## src/rrbb_pkg.sv

```systemverilog
// rrbb_pkg: types and constants shared by the rtcp report block builder
// no dependencies; used by every module under src

package rrbb_pkg;

    // default number of per-source history slots
    localparam int MAX_SOURCES_DEF = 16;

    // field widths of the report block
    localparam int FRAC_W  = 8;
    localparam int CUM_W   = 24;
    localparam int JIT_W   = 28;
    localparam int WORD_W  = 32;
    localparam int SEQ_W   = 16;

    // delay since last sr is scaled by this factor
    localparam logic [6:0] DELAY_SCALE = 7'd65;

    // saturated loss fraction
    localparam logic [FRAC_W-1:0] FRAC_MAX = '1;

    // input item: one source's receive statistics
    typedef struct packed {
        logic [3:0]        source_index;
        logic              skip_source;
        logic [WORD_W-1:0] source_ssrc;
        logic [SEQ_W-1:0]  seq_cycles;
        logic [SEQ_W-1:0]  highest_seq;
        logic [WORD_W-1:0] base_seq;
        logic [WORD_W-1:0] packets_received;
        logic [WORD_W-1:0] jitter_raw;
        logic [WORD_W-1:0] last_sr_stamp;
        logic [WORD_W-1:0] now_ms;
        logic [WORD_W-1:0] sr_arrival_ms;
    } in_item_t;

    // result item: one report block
    typedef struct packed {
        logic [WORD_W-1:0] report_ssrc;
        logic [FRAC_W-1:0] fraction_lost;
        logic [CUM_W-1:0]  cumulative_lost;
        logic [SEQ_W-1:0]  cycles_out;
        logic [SEQ_W-1:0]  highest_seq_out;
        logic [JIT_W-1:0]  jitter_out;
        logic [WORD_W-1:0] last_sr_out;
        logic [WORD_W-1:0] sr_delay;
    } out_item_t;

    // status of the loss fraction divider
    typedef struct packed {
        logic busy;
        logic done;
    } div_status_t;

endpackage

```

## src/rrbb_history.sv

```systemverilog
// rrbb_history: per-source table of expected and received counts at last report
// depends on rrbb_pkg; one write port, one registered read port, valid bits per slot

module rrbb_history #(
    parameter int MAX_SOURCES = rrbb_pkg::MAX_SOURCES_DEF,
    parameter int IDX_W       = 4
) (
    input  logic                        aclk,
    input  logic                        aresetn,
    input  logic                        rd_en,
    input  logic [IDX_W-1:0]            rd_addr,
    output logic [rrbb_pkg::WORD_W-1:0] rd_expected,
    output logic [rrbb_pkg::WORD_W-1:0] rd_received,
    input  logic                        wr_en,
    input  logic [IDX_W-1:0]            wr_addr,
    input  logic [rrbb_pkg::WORD_W-1:0] wr_expected,
    input  logic [rrbb_pkg::WORD_W-1:0] wr_received
);

    localparam int ENTRY_W = 2 * rrbb_pkg::WORD_W;

    logic [ENTRY_W-1:0]     mem [MAX_SOURCES];
    logic [MAX_SOURCES-1:0] valid_reg;
    logic [ENTRY_W-1:0]     rd_data_reg;
    logic                   rd_valid_reg;

    // valid bits: a slot never written reads as zero
    always_ff @(posedge aclk) begin
        if (!aresetn) begin
            valid_reg <= '0;
        end else if (wr_en) begin
            valid_reg[wr_addr] <= 1'b1;
        end
    end

    // storage write
    always_ff @(posedge aclk) begin
        if (wr_en) begin
            mem[wr_addr] <= {wr_expected, wr_received};
        end
    end

    // registered read
    always_ff @(posedge aclk) begin
        if (rd_en) begin
            rd_data_reg  <= mem[rd_addr];
            rd_valid_reg <= valid_reg[rd_addr];
        end
    end

    assign rd_expected = rd_valid_reg ? rd_data_reg[ENTRY_W-1:rrbb_pkg::WORD_W] : '0;
    assign rd_received = rd_valid_reg ? rd_data_reg[rrbb_pkg::WORD_W-1:0] : '0;

endmodule

```

## src/rrbb_frac_div.sv

```systemverilog
// rrbb_frac_div: iterative divider giving floor(lost * 256 / expected), saturated
// depends on rrbb_pkg; one shift-subtract step per cycle

module rrbb_frac_div (
    input  logic                          aclk,
    input  logic                          aresetn,
    input  logic                          start,
    input  logic [rrbb_pkg::WORD_W-1:0]   dividend,
    input  logic [rrbb_pkg::WORD_W-1:0]   divisor,
    output rrbb_pkg::div_status_t         status,
    output logic [rrbb_pkg::FRAC_W-1:0]   quotient
);

    localparam int CNT_W = $clog2(rrbb_pkg::FRAC_W + 1);

    logic [rrbb_pkg::WORD_W-1:0] rem_reg;
    logic [rrbb_pkg::WORD_W-1:0] divisor_reg;
    logic [rrbb_pkg::FRAC_W-1:0] quot_reg;
    logic [CNT_W-1:0]            cnt_reg;
    logic                        busy_reg;
    logic                        done_reg;

    logic [rrbb_pkg::WORD_W:0]   shifted;
    logic [rrbb_pkg::WORD_W:0]   diff;
    logic                        fits;

    // shared shift, compare and subtract step
    always_comb begin
        shifted = {rem_reg, 1'b0};
        diff    = shifted - {1'b0, divisor_reg};
        fits    = (shifted >= {1'b0, divisor_reg});
    end

    // control: count the quotient bits, pulse done on the last one or on a saturating start
    always_ff @(posedge aclk) begin
        if (!aresetn) begin
            busy_reg <= 1'b0;
            done_reg <= 1'b0;
            cnt_reg  <= '0;
        end else begin
            done_reg <= 1'b0;
            if (start) begin
                if (dividend >= divisor) begin
                    done_reg <= 1'b1;
                end else begin
                    busy_reg <= 1'b1;
                    cnt_reg  <= CNT_W'(rrbb_pkg::FRAC_W);
                end
            end else if (busy_reg) begin
                cnt_reg <= cnt_reg - CNT_W'(1);
                if (cnt_reg == CNT_W'(1)) begin
                    busy_reg <= 1'b0;
                    done_reg <= 1'b1;
                end
            end
        end
    end

    // datapath: remainder and quotient bits
    always_ff @(posedge aclk) begin
        if (start) begin
            divisor_reg <= divisor;
            rem_reg     <= dividend;
            quot_reg    <= (dividend >= divisor) ? rrbb_pkg::FRAC_MAX : '0;
        end else if (busy_reg) begin
            rem_reg  <= fits ? diff[rrbb_pkg::WORD_W-1:0] : shifted[rrbb_pkg::WORD_W-1:0];
            quot_reg <= {quot_reg[rrbb_pkg::FRAC_W-2:0], fits};
        end
    end

    assign status.busy = busy_reg;
    assign status.done = done_reg;
    assign quotient    = quot_reg;

endmodule

```

## src/rtcp_report_block_builder.sv

```systemverilog
// Builds one RTCP receiver report block per source item. An item is taken only
// while the block is idle; a skipped source is taken and gives no result. Any
// other item passes from acceptance through the states ST_EXPN and ST_INTV (count
// arithmetic and history update) and ST_LOSS, then through the loss fraction
// divider, which produces one quotient bit per cycle for eight bits and then
// signals done (without iterating when the fraction saturates; the divider is
// skipped when the interval shows no loss), then ST_DONE, where the report block
// is loaded into the output register once a full output register has drained.
// The next item is accepted the cycle after the load. A finished block waits in
// the output register while the next item is accepted. History slots read as
// zero after reset.
// depends on rrbb_pkg, rrbb_history, rrbb_frac_div

module rtcp_report_block_builder #(
    parameter int MAX_SOURCES = rrbb_pkg::MAX_SOURCES_DEF
) (
    input  logic                aclk,
    input  logic                aresetn,
    input  logic                s_valid,
    output logic                s_ready,
    input  rrbb_pkg::in_item_t  s_data,
    output logic                m_valid,
    input  logic                m_ready,
    output rrbb_pkg::out_item_t m_data
);

    localparam int IDX_W  = (MAX_SOURCES > 1) ? $clog2(MAX_SOURCES) : 1;
    localparam int SRC_N  = 16;
    localparam int WORD_W = rrbb_pkg::WORD_W;

    typedef enum logic [5:0] {
        ST_IDLE = 6'b000001,
        ST_EXPN = 6'b000010,
        ST_INTV = 6'b000100,
        ST_LOSS = 6'b001000,
        ST_DIV  = 6'b010000,
        ST_DONE = 6'b100000
    } state_t;

    state_t state_reg, state_next;

    rrbb_pkg::in_item_t  item_reg;
    rrbb_pkg::out_item_t m_data_reg;
    logic                m_valid_reg;
    logic [IDX_W-1:0]    slot_reg;

    logic [WORD_W-1:0]            expected_reg;
    logic [WORD_W-1:0]            elapsed_reg;
    logic                         delay_ok_reg;
    logic [WORD_W-1:0]            delay_reg;
    logic [WORD_W-1:0]            exp_int_reg;
    logic [WORD_W-1:0]            rcv_int_reg;
    logic [rrbb_pkg::CUM_W-1:0]   cum_reg;
    logic [rrbb_pkg::FRAC_W-1:0]  frac_reg;

    logic [IDX_W-1:0]     slot_lut [SRC_N];
    logic                 accept;
    logic                 out_free;
    logic [WORD_W-1:0]    prior_expected;
    logic [WORD_W-1:0]    prior_received;
    logic [WORD_W-1:0]    lost_bits;
    logic                 lost_none;
    logic                 div_start;
    rrbb_pkg::div_status_t div_status;
    logic [rrbb_pkg::FRAC_W-1:0] div_quot;

    // source index to slot, folded by the table size
    for (genvar i = 0; i < SRC_N; i++) begin : g_slot
        assign slot_lut[i] = IDX_W'(i % MAX_SOURCES);
    end

    assign s_ready  = (state_reg == ST_IDLE);
    assign accept   = s_valid && s_ready;
    assign out_free = !m_valid_reg || m_ready;

    // interval loss and the not-positive check
    assign lost_bits = exp_int_reg - rcv_int_reg;
    assign lost_none = (exp_int_reg == '0) || (lost_bits == '0) || lost_bits[WORD_W-1];
    assign div_start = (state_reg == ST_LOSS) && !lost_none;

    rrbb_history #(
        .MAX_SOURCES (MAX_SOURCES),
        .IDX_W       (IDX_W)
    ) u_history (
        .aclk        (aclk),
        .aresetn     (aresetn),
        .rd_en       (accept && !s_data.skip_source),
        .rd_addr     (slot_lut[s_data.source_index]),
        .rd_expected (prior_expected),
        .rd_received (prior_received),
        .wr_en       (state_reg == ST_INTV),
        .wr_addr     (slot_reg),
        .wr_expected (expected_reg),
        .wr_received (item_reg.packets_received)
    );

    rrbb_frac_div u_frac_div (
        .aclk     (aclk),
        .aresetn  (aresetn),
        .start    (div_start),
        .dividend (lost_bits),
        .divisor  (exp_int_reg),
        .status   (div_status),
        .quotient (div_quot)
    );

    // sequencer
    always_comb begin
        state_next = state_reg;
        case (state_reg)
            ST_IDLE: begin
                if (accept && !s_data.skip_source) begin
                    state_next = ST_EXPN;
                end
            end
            ST_EXPN: state_next = ST_INTV;
            ST_INTV: state_next = ST_LOSS;
            ST_LOSS: state_next = lost_none ? ST_DONE : ST_DIV;
            ST_DIV: begin
                if (div_status.done) begin
                    state_next = ST_DONE;
                end
            end
            ST_DONE: begin
                if (out_free) begin
                    state_next = ST_IDLE;
                end
            end
            default: state_next = ST_IDLE;
        endcase
    end

    always_ff @(posedge aclk) begin
        if (!aresetn) begin
            state_reg <= ST_IDLE;
        end else begin
            state_reg <= state_next;
        end
    end

    // working registers, one step of arithmetic per state
    always_ff @(posedge aclk) begin
        if (accept) begin
            item_reg <= s_data;
            slot_reg <= slot_lut[s_data.source_index];
        end
        if (state_reg == ST_EXPN) begin
            expected_reg <= {item_reg.seq_cycles, item_reg.highest_seq}
                            - item_reg.base_seq + WORD_W'(1);
            elapsed_reg  <= item_reg.now_ms - item_reg.sr_arrival_ms;
            delay_ok_reg <= (item_reg.last_sr_stamp != '0)
                            && (item_reg.now_ms > item_reg.sr_arrival_ms);
        end
        if (state_reg == ST_INTV) begin
            exp_int_reg <= expected_reg - prior_expected;
            rcv_int_reg <= item_reg.packets_received - prior_received;
            cum_reg     <= rrbb_pkg::CUM_W'(expected_reg - item_reg.packets_received);
            delay_reg   <= delay_ok_reg ? WORD_W'(elapsed_reg * rrbb_pkg::DELAY_SCALE) : '0;
        end
        if (state_reg == ST_LOSS) begin
            frac_reg <= '0;
        end
        if ((state_reg == ST_DIV) && div_status.done) begin
            frac_reg <= div_quot;
        end
    end

    // output register
    always_ff @(posedge aclk) begin
        if (!aresetn) begin
            m_valid_reg <= 1'b0;
        end else if ((state_reg == ST_DONE) && out_free) begin
            m_valid_reg <= 1'b1;
        end else if (m_ready) begin
            m_valid_reg <= 1'b0;
        end
    end

    always_ff @(posedge aclk) begin
        if ((state_reg == ST_DONE) && out_free) begin
            m_data_reg.report_ssrc     <= item_reg.source_ssrc;
            m_data_reg.fraction_lost   <= frac_reg;
            m_data_reg.cumulative_lost <= cum_reg;
            m_data_reg.cycles_out      <= item_reg.seq_cycles;
            m_data_reg.highest_seq_out <= item_reg.highest_seq;
            m_data_reg.jitter_out      <= item_reg.jitter_raw[WORD_W-1:WORD_W-rrbb_pkg::JIT_W];
            m_data_reg.last_sr_out     <= item_reg.last_sr_stamp;
            m_data_reg.sr_delay        <= delay_reg;
        end
    end

    assign m_valid = m_valid_reg;
    assign m_data  = m_data_reg;

    // divider only reports back while the sequencer waits for it
    a_div_done_in_div: assert property (@(posedge aclk) disable iff (!aresetn)
        div_status.done |-> (state_reg == ST_DIV))
        else $error("divider done outside divide state");

    // divider only iterates while the sequencer waits for it
    a_div_busy_in_div: assert property (@(posedge aclk) disable iff (!aresetn)
        div_status.busy |-> (state_reg == ST_DIV))
        else $error("divider busy outside divide state");

    // a skipped source leaves the block idle and gives no result
    a_skip_stays_idle: assert property (@(posedge aclk) disable iff (!aresetn)
        (accept && s_data.skip_source && !m_valid_reg) |=> (s_ready && !m_valid_reg))
        else $error("skipped source disturbed the block");

    // no expected packets in the interval means zero loss fraction
    a_zero_interval: assert property (@(posedge aclk) disable iff (!aresetn)
        ((state_reg == ST_LOSS) && (exp_int_reg == '0)) |=> (frac_reg == '0))
        else $error("nonzero fraction with empty interval");

    // a finished block reaches the output register when it is free
    a_done_loads: assert property (@(posedge aclk) disable iff (!aresetn)
        ((state_reg == ST_DONE) && out_free) |=> (m_valid && s_ready))
        else $error("report block not loaded");

endmodule
```

## config.mk

```make
export PLATFORM = sky130hd
export DESIGN_NAME = rtcp_report_block_builder
export DESIGN_NICKNAME = d
export VERILOG_FILES = /design/src/rrbb_pkg.sv /design/src/rrbb_history.sv /design/src/rrbb_frac_div.sv /design/src/rtcp_report_block_builder.sv
export SDC_FILE = /design/constraint.sdc
export NUM_CORES = 2
export LEC_CHECK = 0
export BUFFER_PORTS_ARGS = -buffer_cell sky130_fd_sc_hd__buf_2
export CAP_MARGIN = 40
export CELL_PAD_IN_SITES_DETAIL_PLACEMENT = 1
export CELL_PAD_IN_SITES_GLOBAL_PLACEMENT = 1
export CORE_ASPECT_RATIO = 0.7
export CORE_UTILIZATION = 47
export CTS_BUF_LIST = sky130_fd_sc_hd__clkbuf_4 sky130_fd_sc_hd__clkbuf_8 sky130_fd_sc_hd__clkbuf_16
export DETAILED_ROUTE_END_ITERATION = 8
export GPL_TIMING_DRIVEN = 1
export PLACE_DENSITY = 0.73
export SLEW_MARGIN = 10
export SYNTH_ARGS = -nofsm -noshare
export SYNTH_HDL_FRONTEND = slang
export SYNTH_SLANG_ARGS = --single-unit
```

## constraint.sdc

```tcl
create_clock -name aclk -period 10.7 [get_ports aclk]
set_input_delay 0.535 -clock aclk [delete_from_list [all_inputs] [get_ports aclk]]
set_output_delay 0.535 -clock aclk [all_outputs]
set_load 0.005 [all_outputs]
```

==> run summary <==
Period utilisation layout - 0.544
# hold bufs at CTS - 253
CTS tree - built
Multi-input gate area - 0.0219 mm2
Vias - 44700
DR vias/cell - 5.76
Postcts setup bufs - 0
Fraction of registers with async set/reset - 0
Commonest non-fill, non-tap cell in the layout - edfxtp_1
H-tree level count - 4
Layout Skew - 0.0465 ns
Cells after synthesis - 4547
Die Y - 343 um
Area growth from synthesis to layout - 18.2%
Share of the synthesized area in the top cell type - 0.693
Mapped Nets - 5144
Sequential cell area fraction in the yosys report - 0.701
Maximum VDD drop - 0.164 mV
Leak - 33.1 nW
Tmin final - 5.82 ns
Setup TNS - 0 ns
# port buffers - 450
CORE AREA - 0.164 mm2
1st-pass router iterations - 5
Setup CP Type - reg2reg
CP max stage cell - o21ai_0
Top cells by area, synth - edfxtp_1 69%, mux4_2 9.4%, ha_1 5.2%
Maximum clock frequency - 0.172 GHz
Largest stage delay, worst path - 0.53 ns
Die width - 489 um
Largest net degree at the start of global routing - 141
Worst path arrival time - 6.34 ns
Fin. Hold Viols - 0
Top FF cell, synth - edfxtp_1
First-pass GRT wire length - 307000 um
Largest area contributor in the netlist - edfxtp_1
Post-route ant nets - 0
Slew at the pin closest to its max-slew limit - 0.991 ns
Startpoint types - flip-flop
Sequential Area - 0.0546 mm2
CP endpoint kind - flip-flop
Most used cell, CP - a21o_1
RePlAce Congestion - 0.865
CTS Buffer Depth - 3
Post_cts resized - 0
Layout Nets - 6000
Row Count - 124
Layout cells sized above 1 - 0.221
Remaining DRCs - 0
Worst-path cell chain - inv_1 > ha_1 > inv_1 > fa_1 > a21oi_1 > o21ai_0 > o211a_1 > a21o_1 > o21ai_0 > o311ai_1 > ha_1 > a21o_1 > a21o_1 > a21o_1 > a21o_1 > a21o_1 > a21o_1 > a21oi_1 > o41ai_1 > inv_1 > nand3_2 > a21boi_0
Critical Path RT - 11.22 ns
Vias in the first global route - 46800
Fill count - 15000
Finish-stage setup viols - 0
Pwr/cell area - 199 mW/mm2
Post-synth EDFFs - 1798
Unrepaired setup endpoints after global routing - false
Die ar. - 0.167 mm2
WHS - 0.113 ns
Synth Register Bits - 1827
Design Area, Final - 0.0921 mm2
Starting DRT DRC Count - 4146
Max-slew violations - 0
Total CTS buffers - 175
Total clock sinks - 1827
CTS Root Cell - clkbuf_16
Post-detail-place hpwl - 134000 um
WL/cell - 27.2 um
Placed inst area - 0.0836 mm2
Max reg flops - 1024
Crit Path Max Fanout - 9
Status - finished clean
I/O pin cnt - 455
Initial antenna violation count - 5
Yosys cell types - 90
Max-cap violations - 0
Slew margin rel. - 0.339
Gr ovfl total - 0
Worst hold path class - in2reg
Starting Density - 0.475
Total GRT Usage - 0.252
Mapped Avg Cell Area - 17.1 um2
Clock transition at path regs - 0.06 ns
Post-synthesis instance area - 0.0779 mm2
Worst skew pair latency - 0.82 ns
Post-Route WL - 211000 um
Commonest non-fill, non-tap cells in the layout - 1798 x edfxtp_1, 446 x buf_2, 325 x mux4_2
Syn. warnings - 0
## cell families (layout without fill, tap and decap cells)
logic type,Yosys count,count (layout),share of synthesized area
AOI/OAI and AO/OA,662,662,0.0552
xor gates and xnor gates,191,191,0.0215
adders and majority gates,332,332,0.0541
buffers and inverters,393,1394,0.0198
DFF,1827,1827,0.701
muxes,350,350,0.0980
other,0,3,0
and+or+nand+nor,792,792,0.0507
## worst paths after layout
kind | startpoint | end | slack [ns] | cells after the start
setup / recovery | exp_int_reg[0] | u_frac_div.quotient[0] | 4.88 | 22
hold / removal | m_ready | m_valid | 0.11 | 3
setup reg to reg | exp_int_reg[0] | u_frac_div.quotient[0] | 4.88 | 22
hold reg to reg | item_reg[255] | m_data[187] | 0.41 | 0
## metal layers
metal  wire [um]  GRT usage  vias up
li1            -          -    19600
met1       92000      0.363    23200
met2       98600      0.391     1571
met3       14800     0.0488      314
met4        5630     0.0755        0
met5           0          0        -
## worst max-delay path, delay by kind of cell, from the launching register on
kind	cells	cell delay [ns]
AND/OR/NAND/NOR	1	0.24
buffers and inverters	3	0.33
flip-flops	1	0.48
AO/OA/AOI/OAI	15	3.61
adder cells (fa/ha/maj)	3	0.87
## final cells by class
type,count,share of cell area
antenna,3,0.0000815
clock buffer,215,0.0523
clock inverter,107,0.0120
inverter,274,0.0112
multi-input combinational,2327,0.238
sequential,1827,0.593
tap,2205,0.0300
timing repair buffer,798,0.0639
## power breakdown
| group | internal [mW] | switching (mW) | total (mW) | leakage, nW |
|---|---|---|---|---|
| combinational | 1.16 | 1.88 | 3.05 | 13.6 |
| clock | 3.61 | 2.78 | 6.40 | 2.95 |
| sequential | 8.61 | 0.305 | 8.92 | 16.6 |
## synth_stat cells (all sizes together), types with 6 or more instances
library cell / number
a211o: 9
a211oi: 24
a21boi: 17
a21o: 96
a21oi: 196
a311oi: 6
a31oi: 16
and2: 45
and3: 22
and4: 8
buf: 32
clkbuf: 87
dfxtp: 29
edfxtp: 1798
fa: 8
ha: 324
inv: 274
mux2: 20
mux4: 325
nand2: 191
nand2b: 35
nand3: 65
nand3b: 11
nand4: 29
nor2: 206
nor2b: 33
nor3: 62
nor3b: 10
nor4: 30
o2111ai: 11
o211ai: 11
o21a: 47
o21ai: 127
o21bai: 22
o22ai: 6
o31ai: 22
o41ai: 8
or2: 8
or3: 18
xnor2: 138
xor2: 53
## stage by stage
| stage | cells | util | power [mW] | setup WS [ns] |
|---|---|---|---|---|
| global placement | 7159 | 0.508 | 11.8 | 5.08 |
| detailed placement | 7178 | 0.510 | 12.0 | 5.09 |
| floorplan | 4547 | - | 11.0 | 0.0397 |
| CTS | 7753 | 0.562 | 18.4 | 5.06 |
| global route | 7755 | 0.562 | 19.0 | 4.70 |
| finish | 7756 | 0.562 | 18.4 | 4.88 |
Power figures use the tool's default switching activity.
